$ cat config.mk
export PLATFORM = sky130hd
export DESIGN_NAME = snu_mul
export DESIGN_NICKNAME = d
export VERILOG_FILES = /design/src/hw/rtl/snu_mul.sv
export SDC_FILE = /design/constraint.sdc
export NUM_CORES = 2
export LEC_CHECK = 0
export BUFFER_PORTS_ARGS = -buffer_cell sky130_fd_sc_hd__clkbuf_2
export CAP_MARGIN = 20
export CORE_ASPECT_RATIO = 1.5
export CORE_MARGIN = 1
export CORE_UTILIZATION = 35
export DETAILED_ROUTE_END_ITERATION = 8
export MAX_ROUTING_LAYER = met4
export SETUP_SLACK_MARGIN = 0.2
export SLEW_MARGIN = 25
export SYNTH_ARGS = -nofsm -noshare
export SYNTH_HDL_FRONTEND = slang
export SYNTH_SLANG_ARGS = --single-unit
export TNS_END_PERCENT = 10
$ cat constraint.sdc
create_clock -name clock -period 6.8 [get_ports clock]
set_input_delay 0 -clock clock [delete_from_list [all_inputs] [get_ports clock]]
set_output_delay 0 -clock clock [all_outputs]
set_load 0.1 [all_outputs]
$ cat src/hw/rtl/snu_mul.sv
// Registered signed multiplier shared by every product of the normal unit.
// Depends on nothing.
module snu_mul #(
   parameter int AW = 32
) (
   input  logic                   clock,
   input  logic signed [AW-1:0]   mul_a,
   input  logic signed [AW-1:0]   mul_b,
   output logic signed [2*AW-1:0] prod
);

   logic signed [2*AW-1:0] prod_ff;

   always_ff @(posedge clock) begin
      prod_ff <= mul_a * mul_b;
   end

   assign prod = prod_ff;

endmodule

==> qor.txt <==
Drt via density = 4.69
WL met3 = 2630 µm
WHS Path Cells = 3
Gr usage total = 22.1%
Register area share after synthesis = 3.44%
Placer Congestion = 0.902
CP Max Fanout = 8
Vias in the first global route = 31.2k
Hold Crit Class = primary input to flop
Fill count = 10.4k
Synth top area share = 58.2%
Drt drc = 0
Placed cell areas = 43400 µm²
Mapped Area = 37200 µm²
Place WS = -1.22 ns
Drt initial violations = 965
Unique masters post-synth = 63
Die Height = 402 µm
Max clock buf depth = 2
Cell Count Post-Placement = 5731
Routed met2 length = 63100 µm
Largest cells by area after synthesis = fa_1, inv_1, and2_1
Arrival time of the worst setup path = 7.42 ns
Worst setup path class = primary input to flop
Hold-fix buffers, CTS = 0
Critical Path Most Common Cell = fa_1
Final Hold Viols = 0
Post-synth top flop = dfxtp_1
Layout cell share with drive strength beyond 1 = 18.8%
Post-DP HPWL = 97400 µm
CP required = 7.15 ns
Number of max-cap violations = 0
IO Count = 129
Max Slew Vio Count = 0
Failing checks = negative setup slack
Count leader, synth = fa_1
H-tree lvl count = 3
Slowest stage cell, crit path = fa_1
Total number of vias = 27.2k
Post-synth net total = 5215
Outcome = finished, violations left
Clock tree from TritonCTS = built
Post-Layout Cell Count = 5785
TritonRoute pass-1 iters = 5
Site row count = 146
Largest net degree at the start of global routing = 26
Storage cell area = 1280 µm²
Seq cells post-synth = 64
Die width = 268 µm
Final antenna-violating net count = 0
Maximum clock frequency = 141 MHz
Clock sink count = 64
Hold EP = prod[0]$_DFF_P_
Critical Path Max Stage Delay = 0.54 ns
Worst-Margin Slew = 0.629 ns
Post-route cell area = 44900 µm²
Setup violations, final = 9
CP startpoint kind = primary input
Async S/R FF share, synth = 0%
Top delay family on crit path = adder cells
Synth area leader = fa_1
Die area = 108000 µm²
First-pass GRT wire length = 173000 µm
Crit end category = flop
Slack of the critical path = -0.267 ns
RSZ-0062 raised after global routing = true
Number of synthesized flops with an enable pin = 0
Tmin final = 7.07 ns
Final WL = 109000 µm
Root buffer cell = clkbuf_16
Total gr overflow = 0
Top post-synthesis cells by count = fa_1, inv_1, and2_1
Max reg flops = 64
Period utilization = 104%
M1 WL = 35600 µm
Port bufs = 128
Final #Nets = 5700
Area Growth Syn to Fin = 20.6%
Clock Pin Slew Worst Setup and Hold Paths = 0.07 ns
Hold_sp = mul_a[0]
CP bufs+invs = 13
Top Metal Used = met4
Final core utilization = 42.5%
CTS Buf Count = 9
Synth Instances = 3884
Starting Density = 35.3%
Worst slew margin = 58.0%
Core Box Area = 106000 µm²
Synth warn = 0
Area of the multi-input gates = 32200 µm²
Per-cell routed wire length = 18.8 µm
Average cell area after synthesis = 9.59 µm²
Initial antenna violation count = 7
what timing repair did:
| item | in CTS | in global routing |
|---|---|---|
| pin swaps | 44 | 87 |
| cloned | 0 | 3 |
| endpoints found under the setup margin | 29 | 31 |
| resized for setup | 89 | 125 |
| buffers inserted | 13 | 17 |
kinds of logic after synthesis:
family,Yosys count,share of synthesized area (%)
AOI/OAI and AO/OA,193,3.46
xor gates and xnor gates,75,1.76
adders and majority gates,1266,64.3
buffers and inverters,1152,11.6
DFF,64,3.44
and+or+nand+nor,1134,15.4
worst max-delay path by stage:
stage	startpoint	endpoint	cells past startpoint
floorplan	mul_b[5]	prod[60]$_DFF_P_	27
global placement	mul_b[2]	prod[62]$_DFF_P_	28
detailed placement	mul_b[2]	prod[62]$_DFF_P_	28
CTS	mul_b[7]	prod[62]$_DFF_P_	30
global route	mul_a[10]	prod[60]$_DFF_P_	29
finish	mul_b[7]	prod[62]$_DFF_P_	31
cell type report:
type	count	share of cell area [%]
well taps	1406	3.92
repair buffers	674	12.8
multi-input cells	2668	71.8
flip-flops and latches	64	2.85
clock inverters	5	0.125
diodes	5	0.0279
inverters	952	7.97
clock buffers	11	0.541
layout by cell type (no fill, tap or decap), types with 5 or more instances in the layout:
cell type,count
fa_1,1050
inv_1,942
and2_1,513
nand2_1,507
buf_4,457
ha_1,169
clkbuf_2,101
dfxtp_1,64
buf_12,61
a21oi_1,58
xnor2_1,48
nor2_1,39
fa_2,32
buf_6,27
a21o_1,23
o21ai_0,21
xor2_1,20
clkbuf_4,15
o21bai_1,14
nand3_1,13
ha_4,13
clkbuf_16,11
inv_2,9
nand2b_1,9
a21oi_2,9
nand4_1,7
a31oi_1,7
and3_1,6
buf_8,6
diode_2,5
o21ai_1,5
o21ai_2,5
xnor2_2,5
metal layers:
| layer | track usage, % | vias to the layer above |
|---|---|---|
| li1 | - | 12020 |
| met1 | 21.5 | 14380 |
| met2 | 41.6 | 513 |
| met3 | 2.20 | 246 |
| met4 | 12.9 | 0 |
| met5 | - | - |
metrics by stage:
step	setup TNS, ns	hold WS, ns
6_report	-1.58	0.179
5_1_grt	-5.07	0.178
4_1_cts	-1.59	0.176
3_5_place_dp	-19.14	0.630
3_3_place_gp	-18.87	0.629
2_1_floorplan	-0.869	0.127
worst min-delay path, delay by kind of cell:
| family | cells | cell delay [ns] |
|---|---|---|
| buffers and inverters | 2 | 0.39 |
| and+or+nand+nor | 1 | 0.16 |
Power is left out: the tool's default activity adds up to more than one toggle a clock period on the data nets, which glitch-free logic cannot reach.
