## config.mk

```make
export PLATFORM = sky130hd
export DESIGN_NAME = snu_div
export DESIGN_NICKNAME = d
export VERILOG_FILES = /design/src/hw/rtl/snu_pkg.sv /design/src/hw/rtl/snu_div.sv
export SDC_FILE = /design/constraint.sdc
export NUM_CORES = 1
export LEC_CHECK = 0
export ABC_AREA = 1
export BUFFER_PORTS_ARGS = -buffer_cell sky130_fd_sc_hd__buf_2
export CORE_MARGIN = 4
export CORE_UTILIZATION = 50
export DETAILED_ROUTE_END_ITERATION = 8
export PLACE_DENSITY_LB_ADDON = 0.05
export SYNTH_ARGS = -nofsm -noshare
export SYNTH_HDL_FRONTEND = slang
export SYNTH_SLANG_ARGS = --single-unit
export TNS_END_PERCENT = 30
```

## constraint.sdc

```tcl
create_clock -name clock -period 3.2 [get_ports clock]
set_clock_uncertainty 0.2 [all_clocks]
set_input_delay 0.64 -clock clock [delete_from_list [all_inputs] [get_ports clock]]
set_output_delay 0.64 -clock clock [all_outputs]
set_load 0.05 [all_outputs]
```

## src/hw/rtl/snu_pkg.sv

```systemverilog
// Shared constants for the surface normal unit: command and shape codes,
// and the fixed widths of the normalizing datapath. No dependencies.
package snu_pkg;

   localparam logic [2:0] CMD_POINT   = 3'd0;
   localparam logic [2:0] CMD_CENTER  = 3'd1;
   localparam logic [2:0] CMD_AXIS    = 3'd2;
   localparam logic [2:0] CMD_RAY_A   = 3'd3;
   localparam logic [2:0] CMD_RAY_B   = 3'd4;
   localparam logic [2:0] CMD_DIST    = 3'd5;
   localparam logic [2:0] CMD_COMPUTE = 3'd6;

   localparam logic [1:0] SHAPE_SPHERE   = 2'd0;
   localparam logic [1:0] SHAPE_PLANE    = 2'd1;
   localparam logic [1:0] SHAPE_CYLINDER = 2'd2;

   // Output normals are signed Q1.16.
   localparam int NRM_W    = 18;
   localparam int OUT_FRAC = 16;
   localparam int ONE_OUT  = 65536;

   // Scaled magnitudes stay below 2^30, so the sum of squares needs 62 bits,
   // its root 31 bits, the divide numerator 47 bits and the quotient 17 bits.
   localparam int SQ_W   = 62;
   localparam int ROOT_W = 31;
   localparam int NUM_W  = 47;
   localparam int QUO_W  = 17;

endpackage

```

## src/hw/rtl/snu_div.sv

```systemverilog
// Restoring divider, one quotient bit per cycle, for quotients below 2^17.
// Depends on snu_pkg for the operand widths.
module snu_div import snu_pkg::*; (
   input  logic              clock,
   input  logic              reset,
   input  logic              start,
   input  logic [NUM_W-1:0]  num,
   input  logic [ROOT_W-1:0] den,
   output logic              done,
   output logic [QUO_W-1:0]  quo
);

   logic              busy_ff;
   logic              done_ff;
   logic [4:0]        cnt_ff;
   logic [ROOT_W:0]   rem_ff;
   logic [QUO_W-1:0]  lo_ff;
   logic [QUO_W-1:0]  q_ff;
   logic [ROOT_W-1:0] den_ff;
   logic [ROOT_W:0]   r2;
   logic              ge;

   assign r2 = {rem_ff[ROOT_W-1:0], lo_ff[QUO_W-1]};
   assign ge = r2 >= {1'b0, den_ff};

   always_ff @(posedge clock) begin
      if (reset) begin
         busy_ff <= 1'b0;
         done_ff <= 1'b0;
      end else begin
         done_ff <= 1'b0;
         if (start) begin
            busy_ff <= 1'b1;
         end else if (busy_ff && cnt_ff == 5'd0) begin
            busy_ff <= 1'b0;
            done_ff <= 1'b1;
         end
      end
   end

   always_ff @(posedge clock) begin
      if (start) begin
         rem_ff <= (ROOT_W+1)'(num[NUM_W-1:QUO_W]);
         lo_ff  <= num[QUO_W-1:0];
         den_ff <= den;
         q_ff   <= '0;
         cnt_ff <= 5'(QUO_W - 1);
      end else if (busy_ff) begin
         rem_ff <= ge ? r2 - {1'b0, den_ff} : r2;
         q_ff   <= {q_ff[QUO_W-2:0], ge};
         lo_ff  <= lo_ff << 1;
         cnt_ff <= cnt_ff - 5'd1;
      end
   end

   assign done = done_ff;
   assign quo  = q_ff;

endmodule

```

==> results of run 1 <==
-- how the worst min path moves through the flow --
| stage | to | depth (start not counted) | start |
|---|---|---|---|
| 2_1_floorplan | cnt_ff[4] | 2 | cnt_ff[4] |
| 3_3_place_gp | quo[16] | 2 | quo[16] |
| 3_5_place_dp | cnt_ff[4] | 2 | cnt_ff[4] |
| 4_1_cts | den_ff[23] | 1 | den[23] |
| 5_1_grt | den_ff[23] | 1 | den[23] |
| 6_report | den_ff[29] | 1 | den[29] |
-- through the flow --
step	cell area, µm²	total power, mW
2_1_floorplan	6970	3.31
3_3_place_gp	7610	3.78
3_5_place_dp	7610	3.79
4_1_cts	7920	4.96
5_1_grt	7920	5.30
6_report	7920	4.94
-- report_power, final --
group | switching (mW) | internal, mW
combinational | 1.33 | 0.735
sequential | 0.0732 | 1.64
clock | 0.583 | 0.582
total | 1.98 | 2.96
-- cell type report --
class | count | area (µm²) | area share, %
tap | 176 | 220 | 2.78
inverter | 198 | 743 | 9.39
clock inverter | 6 | 70.1 | 0.885
sequential | 103 | 2840 | 35.9
clock buffer | 10 | 239 | 3.02
timing repair buffer | 105 | 556 | 7.02
multi-input combinational | 645 | 3250 | 41.0
-- cells by family after synthesis --
kind of cell	Yosys count	share of synthesized area, %
AOI/OAI and AO/OA	41	3.49
xor gates and xnor gates	15	1.89
adders and majority gates	33	6.04
buffers and inverters	220	12.5
DFF	103	40.8
and+or+nand+nor	556	35.2
-- layer usage --
metal | wire (µm) | global-route usage [%] | vias up
met5 | 0 | 0 | -
met4 | 298 | 5.74 | 0
met3 | 997 | 4.83 | 22
met2 | 7730 | 34.9 | 139
met1 | 8110 | 29.6 | 2631
li1 | - | - | 3176
-- registers in the layout, indices dropped and copies added (netlist names) --
signal   flops
cnt_ff       5
done         1
quo         17
rem_ff      31
lo_ff       17
den_ff      31
busy_ff      1
-- synthesized netlist by cell type, drive strengths merged --
cell      n  area, µm²
nand2   392       1500
inv     195        732
edfxtp   78       2340
nand3    71        405
nor2     48        234
ha       32        400
nand3b   26        195
dfxtp    25        500
a21oi    17       96.4
o22ai    16        100
buf      15        101
xnor2    13        114
clkbuf    7       26.3
nand4     6       37.5
nor3      6       35.0
o21ai     5       25.0
and2      4       25.0
clkinv    3       11.3
nor4      2       12.5
xor2      2       17.5
a21o      1       7.51
a31oi     1       6.26
fa        1       20.0
o21bai    1       7.51
or2       1       6.26
-- critical path: cells and delay by family, from the launching register on --
kind,cells,cell delay (ns)
and+or+nand+nor,11,1.25
adders and majority gates,2,0.63
buffers and inverters,1,0.11
DFF,1,0.38
==> results.json, run 1 <==
{
  "run_status": "finished, final reports clean",
  "antenna_diode_count": 0,
  "post-cts-setup-buffers": 0,
  "fmax_ghz": 0.354,
  "post_cts_resized": 0,
  "synth-seq-cells": 103,
  "clock_latency_of_the_later_clocked_register_in_the_worst_skew_pair_ns": 0.37,
  "floorplan.initialDensity_pct": 51.7,
  "layout-area-overhead-vs-synth_pct": 13.8,
  "grt_setup_unrepaired": "no",
  "ff_to_ff_end": "rem_ff[27]",
  "path_max_fanout": 32,
  "timing.slew.headroom_pct": 64.9,
  "ant_nets": 0,
  "synthDistinctLibCells": 37,
  "avgRoutedWirePerCell_um": 13.8,
  "number_of_buffers_inserted_by_port_buffering": 98,
  "grt_max_degree": 65,
  "layout.cells.most_common": "nand2_1",
  "grt_overflow_total": 0,
  "hold_viol": 0,
  "tritoncts.num_buffers": 9,
  "min_path_type": "in -> reg",
  "boundaryPins": 99,
  "vias": 5968,
  "ctsRootBufferMaster": "clkbuf_16",
  "global_route.usage.total_pct": 21.6,
  "layout-drive-gt1-share_pct": 14.8,
  "cts_tree": "built",
  "vias_per_cell": 4.80,
  "clk_transition_reported_paths_ns": 0.09,
  "postSynthAreaPerCell_um2": 7.19,
  "finalSetupViolations": 0,
  "number_of_core_rows": 42,
  "via_count_of_the_first_global_routing_pass": 5747,
  "tightestPinTransition_ns": 0.526,
  "fin_setup_tns_ns": 0,
  "place.gp.congestion": 0.908,
  "period_needed_ns": 2.82,
  "critical_path.most_common_cell": "nand2_1",
  "p_leak_nw": 4.25,
  "most-common-layout-cells": "nand2_1 (384), inv_1 (189), buf_2 (98), edfxtp_1 (78), nand3_1 (61)",
  "drv.max_cap_violation_count": 0,
  "clock-sinks": 103,
  "cts_htree_levels": 3,
  "fp.coreArea_um2": 13500,
  "drtIter0Drc": 312,
  "layout.core_utilization_pct": 58.9,
  "startpoint_of_the_lowest_slack_register_to_register_path": "den_ff[0]",
  "rrSetupSlack_ns": 0.38,
  "postRouteWirelength_mm": 17.1,
  "fp.dieArea_um2": 15900,
  "crit_path_start_kind": "flip-flop",
  "critPathArrivalTime_ns": 2.75,
  "cts.path.max_buffers": 2,
  "postSynthNetCount": 1082,
  "critical-path-slowest-cell": "fa_1",
  "setup_slack_ns": 0.376,
  "setup.worst_path.end_class": "flip-flop",
  "timing.critical_path.slowest_cell_delay_ns": 0.41,
  "critPathRequiredTime_ns": 3.12,
  "timing.critical_path.from": "den_ff[0]",
  "cellPowerDensity_nw_per_um2": 624,
  "dr.pass1.iters": 5,
  "drcViolationCount": 0,
  "period_share_pct": 88.2,
  "filler_cell_count": 1351,
  "die_x_um": 126,
  "place.detailed.hpwl_mm": 13.0,
  "initial_antenna_violation_count": 0,
  "ctsHoldBuffers": 0,
  "worst_setup_path_endpoint": "rem_ff[27]",
  "dp_worst_setup_slack_ns": 0.369,
  "ff2ff_path_depth": 14,
  "syn-cell-area_um2": 6960,
  "report.final.slew_viol_count": 0,
  "synth_warnings": 0,
  "place_inst": 1227,
  "hold_slack_ns": 0.240,
  "grt_pass1_wl_mm": 27.7,
  "vdd_ir_drop_max_v": 0.000343,
  "die_y_um": 126,
  "syn-instance-count": 968,
  "worst-setup-path-type": "reg -> reg",
  "seq_area_frac_synth_pct": 40.8,
  "nNetsFinal": 1176,
  "post_layout_nonfiller_instances": 1243,
  "path_cells": "ha_1, fa_1, inv_1, nand2_1, nand2_1, nand3_1, nand2_2, nand2_2, nand3_2, nand2_4, nand2_4, nand3_1, nand2_1, nand2_1"
}
(Power assumes the default switching activity.)
==> run 2: changes to the inputs <==
Settings changed: REMOVE_ABC_BUFFERS from default to 1.
==> results.json, run 2 (synthesis gave the netlist of run 1 again) <==
{
  "filler_cell_count": 1352,
  "timing.critical_path.slowest_cell_delay_ns": 0.41,
  "place.gp.congestion": 0.968,
  "hold_viol": 0,
  "floorplan.initialDensity_pct": 51.7,
  "dr.pass1.iters": 5,
  "report.final.slew_viol_count": 0,
  "critPathArrivalTime_ns": 2.70,
  "clock-sinks": 103,
  "top_usage_layer": "met2",
  "ff_to_ff_end": "rem_ff[18]",
  "post-cts-setup-buffers": 0,
  "tightestPinTransition_ns": 0.526,
  "ant_nets": 0,
  "fin_setup_tns_ns": 0,
  "ff2ff_path_depth": 14,
  "period_share_pct": 87.1,
  "drv.max_cap_violation_count": 0,
  "place.detailed.hpwl_mm": 12.7,
  "final_cell_area_um2": 7920,
  "fp.dieArea_um2": 15900,
  "worst-setup-path-type": "reg -> reg",
  "finalSetupViolations": 0,
  "postRouteWirelength_mm": 16.3,
  "via_count_of_the_first_global_routing_pass": 5701,
  "fp.coreArea_um2": 13500,
  "layout-area-overhead-vs-synth_pct": 13.8,
  "cts_htree_levels": 3,
  "drcViolationCount": 0,
  "placed_area_um2": 7600,
  "grt_pass1_wl_mm": 27.0,
  "grt_max_degree": 48,
  "vdd_ir_drop_max_v": 0.000411,
  "global_route.usage.total_pct": 20.8,
  "vias": 5934,
  "path_max_fanout": 32,
  "critPathRequiredTime_ns": 3.11,
  "min_path_type": "in -> reg",
  "most-common-layout-cells": "nand2_1 (384), inv_1 (189), buf_2 (98), edfxtp_1 (78), nand3_1 (61)",
  "clk_transition_reported_paths_ns": 0.08,
  "grt_setup_unrepaired": "no",
  "boundaryPins": 99,
  "cp.buffers_inverters": 1,
  "timing.slew.headroom_pct": 65.0,
  "ctsHoldBuffers": 0,
  "die_y_um": 126,
  "avgRoutedWirePerCell_um": 13.1,
  "run_status": "finished, final reports clean",
  "drtIter0Drc": 385,
  "post_cts_resized": 0,
  "top_regs": "den_ff x31, rem_ff x31",
  "rrSetupSlack_ns": 0.41,
  "number_of_core_rows": 42,
  "grt.met1_usage_pct": 29.1,
  "fmax_ghz": 0.359,
  "critical-path-slowest-cell": "fa_1",
  "holdPathEnd": "den_ff[11]",
  "number_of_buffers_inserted_by_port_buffering": 98,
  "antenna_diode_count": 0,
  "critical_path.top_delay_family": "simple AND/OR/NAND/NOR gates",
  "gr-usage-met3_pct": 5.42,
  "initial_antenna_violation_count": 0,
  "grt_overflow_total": 0,
  "period_needed_ns": 2.79,
  "cellPowerDensity_nw_per_um2": 619,
  "p_leak_nw": 4.25,
  "setup.worst_path.end_class": "flip-flop",
  "cts.path.max_buffers": 2,
  "ctsRootBufferMaster": "clkbuf_16",
  "path_cells": "ha_1, fa_1, inv_1, nand2_1, nand2_1, nand3_1, nand2_2, nand2_2, nand3_2, nand2_4, nand2_4, nand2_1, nand3_1, nand2_1",
  "layout.cells.most_common": "nand2_1",
  "clock_latency_of_the_later_clocked_register_in_the_worst_skew_pair_ns": 0.36,
  "met2_usage_pct": 32.7,
  "vias_per_cell": 4.77,
  "min_delay_path_depth": 1,
  "layout-drive-gt1-share_pct": 14.9,
  "crit_path_start_kind": "flip-flop",
  "tritoncts.num_buffers": 9,
  "cts_tree": "built",
  "startpoint_of_the_lowest_slack_register_to_register_path": "den_ff[0]",
  "hold_path_startpoint": "den[11]",
  "critical_path.most_common_cell": "nand2_1",
  "nNetsFinal": 1177,
  "die_x_um": 126
}
run 2: where the power goes:
part	switching [mW]	leakage, nW	internal (mW)
Sequential	0.0755	0.987	1.64
Clock	0.584	0.155	0.571
Combinational	1.31	3.11	0.729
Total	1.97	4.25	2.94
run 2: worst max path at each step:
| stage | start | endpoint | cells past startpoint |
|---|---|---|---|
| after floorplan | start | lo_ff[0] | 2 |
| after global placement | lo_ff[16] | rem_ff[18] | 15 |
| after detailed placement | den_ff[0] | rem_ff[29] | 14 |
| after CTS | den_ff[0] | rem_ff[29] | 14 |
| after global routing | lo_ff[16] | rem_ff[3] | 15 |
| final | den_ff[0] | rem_ff[18] | 14 |
run 2: cell type report:
cell class / count / area [µm²] / area share, %
Timing Repair Buffer: 106 / 551 / 6.95
Clock inverter: 7 / 93.8 / 1.18
Sequential cell: 103 / 2840 / 35.9
Inverter: 198 / 743 / 9.38
Tap cell: 176 / 220 / 2.78
Multi-Input combinational cell: 645 / 3250 / 41.0
Clock buffer: 9 / 225 / 2.84
run 2: metal layers:
| layer | part of all wire (%) | up-vias |
|---|---|---|
| met4 | 1.6 | 0 |
| met1 | 49 | 2601 |
| li1 | - | 3180 |
| met2 | 43 | 137 |
| met3 | 6.0 | 16 |
| met5 | 0 | - |
run 2: through the flow:
step	hold slack (ns)	power [mW]	cells	utilization [%]	worst slack, ns
CTS	0.236	4.94	1244	58.9	0.389
global route	0.233	5.30	1244	58.9	0.151
detailed placement	0.245	3.76	1228	56.5	0.385
global placement	0.245	3.74	1228	56.5	0.482
finish	0.248	4.90	1244	58.9	0.411
floorplan	0.227	3.24	946	-	0.343
